## config.mk

```make
export PLATFORM = sky130hd
export DESIGN_NAME = xor_stub_unwrap_decoder
export DESIGN_NICKNAME = d
export VERILOG_FILES = /design/src/rtl/xsu_pkg.sv /design/src/rtl/xsu_ram.sv /design/src/rtl/xsu_ctrl.sv /design/src/rtl/xor_stub_unwrap_decoder.sv
export SDC_FILE = /design/constraint.sdc
export NUM_CORES = 2
export LEC_CHECK = 0
export ABC_CLOCK_PERIOD_IN_PS = 6670
export BUFFER_PORTS_ARGS = -buffer_cell sky130_fd_sc_hd__buf_2
export CAP_MARGIN = 30
export CELL_PAD_IN_SITES_DETAIL_PLACEMENT = 2
export CELL_PAD_IN_SITES_GLOBAL_PLACEMENT = 2
export CORE_MARGIN = 4
export CORE_UTILIZATION = 35
export CTS_CLUSTER_SIZE = 16
export DETAILED_ROUTE_END_ITERATION = 16
export PLACE_DENSITY_LB_ADDON = 0.15
export SLEW_MARGIN = 20
export SYNTH_ARGS = -nofsm -noshare
export SYNTH_HDL_FRONTEND = slang
export SYNTH_SLANG_ARGS = --single-unit
```

## constraint.sdc

```tcl
create_clock -name clk -period 6.67 [get_ports clk]
set_input_delay 0.3335 -clock clk [delete_from_list [all_inputs] [get_ports clk]]
set_output_delay 0.3335 -clock clk [all_outputs]
set_load 0.01 [all_outputs]
```

## src/rtl/xsu_pkg.sv

```systemverilog
`default_nettype none
package xsu_pkg;

	localparam int unsigned STUB_SIZE = 46;
	localparam logic [5:0] TERM_POS = 6'd6;
	localparam logic [5:0] MARK_POS = 6'd28;
	localparam logic [8:0] ANY_TERM = 9'h100;
	localparam logic [8:0] ANY_MARK = 9'h101;
	localparam logic [15:0] MIN_PLAIN_RESET = 16'd32;

	// configuration register indexes
	localparam logic REG_ENTRY_OFFSET = 1'b0;
	localparam logic REG_MIN_PLAIN = 1'b1;

	typedef enum logic [2:0] {
		ST_RUN           = 3'd0,
		ST_OK            = 3'd1,
		ST_STUB_MISMATCH = 3'd2,
		ST_BAD_KEY       = 3'd3,
		ST_SHORT         = 3'd4
	} status_t;

	typedef struct packed {
		logic        byte_valid;
		logic [7:0]  plain_byte;
		logic        finished;
		status_t     status;
		logic [31:0] plain_length;
		logic [8:0]  key_length;
	} res_t;

	localparam logic [8:0] STUB_PATTERN [STUB_SIZE] = '{
		9'h0eb, 9'h027, 9'h05b, 9'h053, 9'h05f, 9'h0b0, ANY_TERM, 9'h0fc,
		9'h0ae, 9'h075, 9'h0fd, 9'h057, 9'h059, 9'h053, 9'h05e, 9'h08a,
		9'h006, 9'h030, 9'h007, 9'h048, 9'h0ff, 9'h0c7, 9'h048, 9'h0ff,
		9'h0c6, 9'h066, 9'h081, 9'h03f, ANY_MARK, ANY_MARK, 9'h074, 9'h007,
		9'h080, 9'h03e, ANY_TERM, 9'h075, 9'h0ea, 9'h0eb, 9'h0e6, 9'h0ff,
		9'h0e1, 9'h0e8, 9'h0d4, 9'h0ff, 9'h0ff, 9'h0ff
	};

	function automatic logic [8:0] stub_pattern_at(input logic [5:0] idx);
		logic [8:0] w;
		w = 9'd0;
		if (32'(idx) < STUB_SIZE) begin
			w = STUB_PATTERN[idx];
		end
		return w;
	endfunction

endpackage
`default_nettype wire

```

## src/rtl/xsu_ram.sv

```systemverilog
`default_nettype none
module xsu_ram #(
	parameter int WIDTH = 8,
	parameter int DEPTH = 256
) (
	input  wire logic                                  clk,
	input  wire logic                                  wen,
	input  wire logic [((DEPTH > 1) ? $clog2(DEPTH) : 1)-1:0] waddr,
	input  wire logic [WIDTH-1:0]                      wdata,
	input  wire logic [((DEPTH > 1) ? $clog2(DEPTH) : 1)-1:0] raddr,
	output logic      [WIDTH-1:0]                      rdata
);

	logic [WIDTH-1:0] mem_q [DEPTH];

	always_ff @(posedge clk) begin
		if (wen) begin
			mem_q[waddr] <= wdata;
		end
		rdata <= mem_q[raddr];
	end

endmodule
`default_nettype wire

```

## src/rtl/xsu_ctrl.sv

```systemverilog
`default_nettype none
module xsu_ctrl #(
	parameter int KEY_DEPTH = 256,
	localparam int AW = (KEY_DEPTH > 1) ? $clog2(KEY_DEPTH) : 1,
	localparam int CW = $clog2(KEY_DEPTH + 1)
) (
	input  wire logic          clk,
	input  wire logic          arst_n,
	input  wire logic          accept,
	input  wire logic [7:0]    data_byte,
	input  wire logic          object_end,
	input  wire logic [31:0]   entry_offset,
	input  wire logic [15:0]   min_plain_length,
	input  wire logic [7:0]    key_rdata,
	output logic               key_wen,
	output logic [AW-1:0]      key_waddr,
	output logic [7:0]         key_wdata,
	output logic [AW-1:0]      key_raddr,
	output xsu_pkg::res_t      res
);

	typedef enum logic [2:0] {
		PH_WAIT,
		PH_STUB,
		PH_KEY,
		PH_CIPHER,
		PH_DONE
	} phase_t;

	localparam logic [CW-1:0] KEY_FULL = CW'(KEY_DEPTH);

	phase_t        phase_q, phase_d;
	logic [31:0]   pos_q, pos_d;
	logic [5:0]    stub_idx_q, stub_idx_d;
	logic [7:0]    term_q, term_d;
	logic [7:0]    mark_lo_q, mark_lo_d;
	logic [7:0]    mark_hi_q, mark_hi_d;
	logic [CW-1:0] key_cnt_q, key_cnt_d;
	logic [AW-1:0] key_ptr_q, key_ptr_d;
	logic [7:0]    held_q, held_d;
	logic          held_vld_q, held_vld_d;
	logic [31:0]   plain_cnt_q, plain_cnt_d;

	logic          take;
	logic          stub_ok;
	logic          wr;
	logic [8:0]    want;
	logic [CW+8:0] key_cnt_ext;
	xsu_pkg::status_t len_st_now;
	xsu_pkg::status_t len_st_next;

	assign len_st_now  = (plain_cnt_q >= 32'(min_plain_length)) ?
		xsu_pkg::ST_OK : xsu_pkg::ST_SHORT;
	assign want = xsu_pkg::stub_pattern_at(stub_idx_q);

	always_comb begin
		phase_d     = phase_q;
		pos_d       = pos_q;
		stub_idx_d  = stub_idx_q;
		term_d      = term_q;
		mark_lo_d   = mark_lo_q;
		mark_hi_d   = mark_hi_q;
		key_cnt_d   = key_cnt_q;
		key_ptr_d   = key_ptr_q;
		held_d      = held_q;
		held_vld_d  = held_vld_q;
		plain_cnt_d = plain_cnt_q;
		take        = 1'b1;
		stub_ok     = 1'b1;
		wr          = 1'b0;
		res         = '0;
		key_cnt_ext = '0;

		if (phase_q == PH_WAIT) begin
			if (pos_q == entry_offset) begin
				phase_d = PH_STUB;
			end else begin
				pos_d = pos_q + 32'd1;
				take  = 1'b0;
			end
		end

		if (take) begin
			case (phase_d)
				PH_STUB: begin
					if (want == xsu_pkg::ANY_TERM) begin
						if (stub_idx_q == xsu_pkg::TERM_POS) begin
							term_d = data_byte;
						end else begin
							stub_ok = (data_byte == term_q);
						end
					end else if (want == xsu_pkg::ANY_MARK) begin
						if (stub_idx_q == xsu_pkg::MARK_POS) begin
							mark_lo_d = data_byte;
						end else begin
							mark_hi_d = data_byte;
						end
					end else begin
						stub_ok = (data_byte == want[7:0]);
					end
					if (!stub_ok) begin
						res.finished = 1'b1;
						res.status   = xsu_pkg::ST_STUB_MISMATCH;
						phase_d      = PH_DONE;
					end else begin
						stub_idx_d = stub_idx_q + 6'd1;
						if (32'(stub_idx_d) >= xsu_pkg::STUB_SIZE) begin
							phase_d   = PH_KEY;
							key_cnt_d = '0;
						end
					end
				end
				PH_KEY: begin
					if (data_byte == term_q) begin
						if (key_cnt_q == '0) begin
							res.finished = 1'b1;
							res.status   = xsu_pkg::ST_BAD_KEY;
							phase_d      = PH_DONE;
						end else begin
							phase_d     = PH_CIPHER;
							key_ptr_d   = '0;
							held_vld_d  = 1'b0;
							plain_cnt_d = '0;
						end
					end else if (key_cnt_q == KEY_FULL) begin
						res.finished = 1'b1;
						res.status   = xsu_pkg::ST_BAD_KEY;
						phase_d      = PH_DONE;
					end else begin
						wr        = 1'b1;
						key_cnt_d = key_cnt_q + CW'(1);
					end
				end
				PH_CIPHER: begin
					held_d     = data_byte;
					held_vld_d = 1'b1;
					if (held_vld_q) begin
						if (held_q == mark_lo_q && data_byte == mark_hi_q) begin
							// marker pair: neither byte is decoded
							held_d       = held_q;
							held_vld_d   = 1'b0;
							res.finished = 1'b1;
							res.status   = len_st_now;
							phase_d      = PH_DONE;
						end else begin
							res.byte_valid = 1'b1;
							res.plain_byte = held_q ^ key_rdata;
							if (32'(key_ptr_q) + 32'd1 >= 32'(key_cnt_q)) begin
								key_ptr_d = '0;
							end else begin
								key_ptr_d = key_ptr_q + AW'(1);
							end
							if (plain_cnt_q != '1) begin
								plain_cnt_d = plain_cnt_q + 32'd1;
							end
						end
					end
				end
				default: begin
				end
			endcase
		end

		len_st_next = (plain_cnt_d >= 32'(min_plain_length)) ?
			xsu_pkg::ST_OK : xsu_pkg::ST_SHORT;

		if (object_end && !res.finished && phase_d != PH_DONE) begin
			res.finished = 1'b1;
			case (phase_d)
				PH_WAIT, PH_STUB: res.status = xsu_pkg::ST_STUB_MISMATCH;
				PH_KEY:           res.status = xsu_pkg::ST_BAD_KEY;
				default:          res.status = len_st_next;
			endcase
		end

		key_cnt_ext      = {9'd0, key_cnt_d};
		res.plain_length = plain_cnt_d;
		res.key_length   = key_cnt_ext[8:0];

		// rearm for the next object once this beat's result is formed
		if (object_end) begin
			phase_d     = PH_WAIT;
			pos_d       = '0;
			stub_idx_d  = '0;
			term_d      = '0;
			mark_lo_d   = '0;
			mark_hi_d   = '0;
			key_cnt_d   = '0;
			key_ptr_d   = '0;
			held_d      = '0;
			held_vld_d  = 1'b0;
			plain_cnt_d = '0;
		end
	end

	assign key_wen   = accept && wr;
	assign key_waddr = key_cnt_q[AW-1:0];
	assign key_wdata = data_byte;
	// prefetch the key byte for the pointer that the next beat will use
	assign key_raddr = accept ? key_ptr_d : key_ptr_q;

	always_ff @(posedge clk or negedge arst_n) begin
		if (!arst_n) begin
			phase_q     <= PH_WAIT;
			pos_q       <= '0;
			stub_idx_q  <= '0;
			term_q      <= '0;
			mark_lo_q   <= '0;
			mark_hi_q   <= '0;
			key_cnt_q   <= '0;
			key_ptr_q   <= '0;
			held_q      <= '0;
			held_vld_q  <= 1'b0;
			plain_cnt_q <= '0;
		end else if (accept) begin
			phase_q     <= phase_d;
			pos_q       <= pos_d;
			stub_idx_q  <= stub_idx_d;
			term_q      <= term_d;
			mark_lo_q   <= mark_lo_d;
			mark_hi_q   <= mark_hi_d;
			key_cnt_q   <= key_cnt_d;
			key_ptr_q   <= key_ptr_d;
			held_q      <= held_d;
			held_vld_q  <= held_vld_d;
			plain_cnt_q <= plain_cnt_d;
		end
	end

endmodule
`default_nettype wire

```

## src/rtl/xor_stub_unwrap_decoder.sv

```systemverilog
`default_nettype none
// Repeating-key XOR stub decoder. Feed an object one byte per beat on the slave
// stream, with s_tlast on its final byte; each input beat yields exactly one
// result beat, in order. Bytes before entry_offset are skipped, then a fixed
// 46-byte decryptor stub is matched, a key of 1 to KEY_DEPTH bytes is gathered
// up to the stub's terminator byte, and each later byte is XORed with the
// repeating key. Plaintext bytes lag the input by one beat so the stub's end
// marker pair can be caught. m_tlast flags the beat that closes decoding and
// m_tuser[3:1] carries its status; on a too-short status, drop the bytes
// already delivered. Throughput is one byte per clock unless m_tready stalls
// the output: each beat passes through one combinational step into the output
// register, and the key memory's registered read is issued a beat ahead.
// Write configuration registers only while the block is idle.
module xor_stub_unwrap_decoder #(
	parameter int KEY_DEPTH = 256
) (
	input  wire logic        clk,
	input  wire logic        arst_n,
	input  wire logic        cfg_wen,
	input  wire logic        cfg_index,
	input  wire logic [31:0] cfg_data,
	input  wire logic        s_tvalid,
	output logic             s_tready,
	input  wire logic [7:0]  s_tdata,   // data_byte
	input  wire logic        s_tlast,   // object_end
	output logic             m_tvalid,
	input  wire logic        m_tready,
	output logic [55:0]      m_tdata,   // plain_byte, plain_length, key_length, zero pad
	output logic             m_tlast,   // finished
	output logic [3:0]       m_tuser    // byte_valid, status
);

	localparam int AW = (KEY_DEPTH > 1) ? $clog2(KEY_DEPTH) : 1;

	logic [31:0]     entry_offset_q;
	logic [15:0]     min_plain_q;
	logic            accept;
	logic            key_wen;
	logic [AW-1:0]   key_waddr;
	logic [7:0]      key_wdata;
	logic [AW-1:0]   key_raddr;
	logic [7:0]      key_rdata;
	xsu_pkg::res_t   res;
	xsu_pkg::res_t   res_q;
	logic            out_vld_q;

	always_ff @(posedge clk or negedge arst_n) begin
		if (!arst_n) begin
			entry_offset_q <= '0;
			min_plain_q    <= xsu_pkg::MIN_PLAIN_RESET;
		end else if (cfg_wen) begin
			case (cfg_index)
				xsu_pkg::REG_ENTRY_OFFSET: entry_offset_q <= cfg_data;
				xsu_pkg::REG_MIN_PLAIN:    min_plain_q    <= cfg_data[15:0];
				default: begin
				end
			endcase
		end
	end

	assign s_tready = !out_vld_q || m_tready;
	assign accept   = s_tvalid && s_tready;

	xsu_ram #(
		.WIDTH (8),
		.DEPTH (KEY_DEPTH)
	) u_key_ram (
		.clk   (clk),
		.wen   (key_wen),
		.waddr (key_waddr),
		.wdata (key_wdata),
		.raddr (key_raddr),
		.rdata (key_rdata)
	);

	xsu_ctrl #(
		.KEY_DEPTH (KEY_DEPTH)
	) u_ctrl (
		.clk              (clk),
		.arst_n           (arst_n),
		.accept           (accept),
		.data_byte        (s_tdata),
		.object_end       (s_tlast),
		.entry_offset     (entry_offset_q),
		.min_plain_length (min_plain_q),
		.key_rdata        (key_rdata),
		.key_wen          (key_wen),
		.key_waddr        (key_waddr),
		.key_wdata        (key_wdata),
		.key_raddr        (key_raddr),
		.res              (res)
	);

	// output register: load on every accepted beat, drop when taken
	always_ff @(posedge clk or negedge arst_n) begin
		if (!arst_n) begin
			out_vld_q <= 1'b0;
		end else if (accept) begin
			out_vld_q <= 1'b1;
		end else if (m_tready) begin
			out_vld_q <= 1'b0;
		end
	end

	always_ff @(posedge clk) begin
		if (accept) begin
			res_q <= res;
		end
	end

	assign m_tvalid = out_vld_q;
	assign m_tdata  = {7'd0, res_q.key_length, res_q.plain_length, res_q.plain_byte};
	assign m_tlast  = res_q.finished;
	assign m_tuser  = {res_q.status, res_q.byte_valid};

endmodule
`default_nettype wire

```

# Word-level counts from Yosys, hierarchy flattened
# Memories as Yosys holds them, arrays and structs flattened. A register that Yosys moved wholly into a read port is not among the register bits.
# Index checks and enable logic that the tools add are counted.
# classes
mux	103
eq_ne	23
n_reduce_logical	34
n_addsub	6
n_mul	0
order_cmp	6
n_bitwise	6
n_shift	0
div_mod_pow	0
# op_table
cell	count
$mux 32	10
$mux 8	30
$mux 9	10
$add 32x1->32 const B	2
$ge 32x16->1	2
$pmux 32 s2	1
$mux 3	14
$eq 32x32->1	1
$eq 8x8->1	4
$ge 32x9->1	1
$ne 32x32->1 const B	1
$eq 9x9->1 const B	3
$mux 4	6
$mux 6	4
$mux 1	21
$reduce_bool 2->1	10
$pmux 9 s2	1
$pmux 8 s2	1
$mux 13	1
$pmux 4 s3	1
$reduce_and 6->1	2
$reduce_and 5->1	2
$add 8x1->9 const B	1
$add 9x1->9 const B	1
29 further kinds	48
# totals
latch_bits	0
regBits	226
ram_bits	2048
romBits	576
input_bits	47
output_inout_bits	63
word_cells	200
memories	2
# mem_list
memory	depth	width	rd	rd_ports_with_merged_regs	wr	line_no	source
u_key_ram.mem_q	256	8	1	1	1	xsu_ram.sv:14	logic [WIDTH-1:0] mem_q [DEPTH];
(no name shown)	64	9	1	0	0	xsu_pkg.sv:45	w = STUB_PATTERN[idx];

# Logic depth before layout (Yosys ltp)
# logic_depth
word_depth	17
ltp_mapped	23
ltp_nobuf	22

# Cells and area by module
# Synthesis repeated with hierarchy kept, for this count alone.
# unflattened
cells_unflattened	5142
hier_area_um2	93448.4
# modules_own_cells
module	n_inst	area_each_um2	cells_each
xsu_ram	1	79556.3	3733
xsu_ctrl	1	10228.6	1240
xor_stub_unwrap_decoder	1	3663.5	169

# Worst setup path before layout
# Ideal clock, no wire load.
# synth_timing
kind	register -> register
start	reg u_ctrl.plain_cnt_q[6]
end	reg res_q, in the netlist m_tuser[1], data pin
setup_ns	0.259
path_stages_with_launch	22
slack_ns	2.035
required_time_ns	6.411
n_path_buf	1
t_arrival_ns	4.376
cell_sequence	dfrtp_1 clkbuf_1 nand3_1 nor4_2 nand4_1 and3_1 and4_1 and4_1 o21ai_0 nand2_1 o21ai_0 ha_1 a21oi_1 nor2b_1 o21ai_0 nand2b_1 nor4_1 nand4b_1 or4_1 a211oi_1 a21oi_1 a211o_1
# synth_rtl
element	line_no	source
from (decl)	xsu_ctrl.sv:42	logic [31:0] plain_cnt_q, plain_cnt_d;
from (signal assigned)	xsu_ctrl.sv:226	plain_cnt_q <= plain_cnt_d;
to (signal assigned)	xor_stub_unwrap_decoder.sv:107	res_q <= res;
to (decl)	xor_stub_unwrap_decoder.sv:44	xsu_pkg::res_t res_q;

# Worst setup path in the final report
# layout_timing
start	reg u_ctrl.key_ptr_q[2]
end	reg u_key_ram.rdata[5], read port of u_key_ram.mem_q
# layout_between
elab_chain_cells	9
word_cells_on_any_way	12
cone_classes	add/sub (2); order compare (1); mux (9)
# layout_lines
element	line_no	source
from (decl)	xsu_ctrl.sv:39	logic [AW-1:0] key_ptr_q, key_ptr_d;
from (signal assigned)	xsu_ctrl.sv:223	key_ptr_q <= key_ptr_d;
$add 8x1->9	xsu_ctrl.sv:148	if (32'(key_ptr_q) + 32'd1 >= 32'(key_cnt_q)) begin
$ge 32x9->1	xsu_ctrl.sv:148	
$mux 8	xsu_ctrl.sv:148	
$mux 8	xsu_ctrl.sv:138	if (held_q == mark_lo_q && data_byte == mark_hi_q) begin
$mux 8	xsu_ctrl.sv:137	if (held_vld_q) begin
$pmux 8 s2	xsu_ctrl.sv:84	case (phase_d)
$mux 8	xsu_ctrl.sv:83	if (take) begin
$mux 8	xsu_ctrl.sv:181	if (object_end) begin
$mux 8 (*)	xsu_ctrl.sv:200	assign key_raddr = accept ? key_ptr_d : key_ptr_q;
to (decl)	xsu_ram.sv:11	output logic [WIDTH-1:0] rdata
# Mark *: on every way between the ends. The rest lies on a longest branch, timed or not.
# A chain may end at the register's enable or synchronous reset.

==> impl_metrics.toml <==
[clock_network]
numClockSinks = 2282
clk_latency_ps = 870
clk_pin_slew_ps = 60
cts_buffer_depth = 4
cts_resized = 0
h-tree-depth = 5
cts_inserted_buffers = 272
cts_root_buf = "clkbuf_16"
tritoncts = "done"

[synthesis]
synth_cell_types = 91
synth_edf_count = 2102
async_reset_ff_frac = 0.0754
postSynthCellCount = 6875
ys_ff_latch = 2282
netlist_area_mm2 = 0.0941
synth_commonest_cells = "edfxtp_1 (2,102), nand2_1 (1,248), nand3_1 (478)"
yosysWarnings = 0
yosysTopAreaCell = "edfxtp_1"
synth_most_common_cell = "edfxtp_1"
ys_top_cells_by_area = "edfxtp_1 (67%), nand2_1 (5.0%), mux2i_1 (5.0%)"
synth_seq_area_share = 0.718
yosysTopAreaCellShare = 0.670
syn_avg_cell_area_um2 = 13.7
synth_flop_cell = "edfxtp_1"

[timing]
worst_pin_slew_ps = 1020
setup_viol_count_final = 0
drv_slew = 0
fin_skew_ps = 78.9
hold_viol_final = 0
maxSlewHeadroom = 0.320
finalCritPeriodShare = 0.923
max_freq_mhz = 163
tns_ps = 0
rsz0062_at_grt = "false"
period_minus_slack_ps = 6150

[floorplan]
pin_count = 110
die_w_um = 527
coreArea_mm2 = 0.268
die_area_mm2 = 0.277
rows = 190
floorplan.initialDensity = 0.351
die_y_um = 527

[route]
drtIter0Drc = 5122
postRouteWirelength_mm = 337
ant_nets = 0
drt_pass1_iterations = 5
post-route-drc-count = 0
via_per_inst = 5.58
vias = 60500
avgRoutedWirePerCell_um = 31.0

[setup_path]
crit_fanout = 65
critical_path_class = "reg2reg"
start_kind = "register"
r2r_end = "u_key_ram.rdata[5]"
worst_ep_arrival_time_ps = 6870
reg2reg_depth = 18
timing.rr.start = "u_ctrl.key_ptr_q[2]"
endpoint_kind = "register"
r2r_slack_ps = 520
cp.required_ps = 7380

[finish]
drive_gt1_frac = 0.115
nets = 7214
stdcell_area_mm2 = 0.108
area_growth_pct = 15.0

[grt]
grt_pass1_wl_mm = 483
grt.overflow.total = 0
globalRouteTotalUtil = 0.237
first_global_vias = 64600
antenna_found_initial = 25
grt_max_degree = 140

[worst_hold_path]
hp-class = "in2reg"
hp-start = "s_tdata[4]"
hold_path_end = "u_key_ram.mem_q[180][4]"
whs_path_depth = 2

[power]
p_total_mw = 36.0
power_density_mw_per_mm2 = 332
p_leak_nw = 37.5
peakVddDrop_v = 0.000248

[placement]
place_area_mm2 = 0.0994
routabilityCongestion = 0.814
portBuffers = 102
hpwl_mm = 214

[outcome]
run_status = "complete, no violations"

[flow_run]
cap_violations = 0
## worst max-delay path by stage
stage | startpoint | endpoint | depth (start not counted)
3_5_place_dp | u_ctrl.key_ptr_q[2] | u_key_ram.rdata[5] | 18
4_1_cts | u_ctrl.key_ptr_q[2] | u_key_ram.rdata[5] | 18
3_3_place_gp | u_ctrl.key_ptr_q[2] | u_key_ram.rdata[2] | 19
2_1_floorplan | u_ctrl.plain_cnt_q[6] | m_tuser[1] | 21
6_report | u_ctrl.key_ptr_q[2] | u_key_ram.rdata[5] | 18
5_1_grt | u_ctrl.key_ptr_q[2] | u_key_ram.rdata[7] | 18
## power by group
part	internal [mW]	switching, mW	total, mW
clock network	8.28	5.94	14.2
logic	1.75	3.99	5.74
registers	15.8	0.213	16.0
total	25.8	10.2	36.0
## worst max-delay path: stages, from the launching register on
cell and delay (ps):
dfrtp_1 460, and3_1 270, nand3_1 120, xnor2_1 280, ha_1 310, and3_1 190
a31o_2 250, a32oi_1 420, nand3_1 220, a22o_4 400, o211ai_1 210, buf_12 400
buf_4 340, a21oi_1 100, nor4_1 630, o21ai_0 250, nor4_1 630, o32a_1 430
a211oi_2 90
## through the flow
stage | setup WS, ps | util | hold WS, ps | std cells
finish | 516 | 0.404 | 90.7 | 10900
floorplan | 2040 | - | 37.9 | 6881
detailed placement | 509 | 0.371 | 477 | 10300
CTS | 554 | 0.404 | 42.7 | 10800
global placement | 363 | 0.370 | 478 | 10300
global route | 205 | 0.404 | 59.7 | 10900
## cell usage in the layout, fill, tap and decap left out, types with 14 or more instances in the layout
master            n
edfxtp_1       2102
nand2_1        1238
nand3_1         475
mux2i_1         467
nor2_1          366
clkbuf_16       278
o22ai_1         220
a21oi_1         218
buf_4           187
dfrtp_1         171
o21ai_0         124
buf_2           101
nor4_1           89
mux2_2           84
xnor2_1          81
clkbuf_1         78
a311oi_1         64
nand4_1          61
ha_1             61
and3_1           59
inv_1            57
clkinv_1         54
a31oi_1          52
nor3_1           42
dlygate4sd3_1    42
buf_12           33
a22o_1           31
clkinv_2         31
xor2_1           26
o211ai_1         24
a21o_1           22
a32oi_1          19
a211oi_1         19
nor2b_1          16
or3_1            15
bufinv_16        15
nand2b_1         14
## logic make-up after synthesis
group / share of synthesized area
compound gates: 0.0645
xor+xnor: 0.00995
fa+ha+maj: 0.00821
buf+inv: 0.0249
flops: 0.718
mux: 0.0607
other cells: 0.0000398
simple gates: 0.114
## area by class of cell
cell class | count | area [µm²]
inverter | 63 | 270
antenna | 2 | 5.00
multi-input combinational | 4109 | 24400
clock inverter | 114 | 1020
fill | 26400 | 160000
tap | 3552 | 4440
sequential | 2282 | 67600
timing repair buffer | 378 | 3230
clock buffer | 359 | 7290
## metal layers
metal | global-route usage | wire [µm] | vias up
met2 | 0.395 | 162000 | 1450
met4 | 0.0678 | 10100 | 2
li1 | - | - | 26300
met3 | 0.0265 | 14900 | 448
met1 | 0.327 | 150000 | 32300
met5 | 0 | 13 | -
## what timing repair did
| action | CTS | global route |
|---|---|---|
| hold endpoints to repair | 246 | 0 |
| hold buffers | 42 | 0 |
| setup buffers | 0 | 0 |
## registers in the layout, summed over array words and instances, names as in the netlist, 9 cells and up
name                count
u_key_ram.mem_q      2048
m_tdata                49
min_plain_q            16
u_ctrl.plain_cnt_q     32
u_ctrl.pos_q           32
u_ctrl.key_cnt_q        9
entry_offset_q         32
Note: power is estimated with default switching activity, not from simulation.
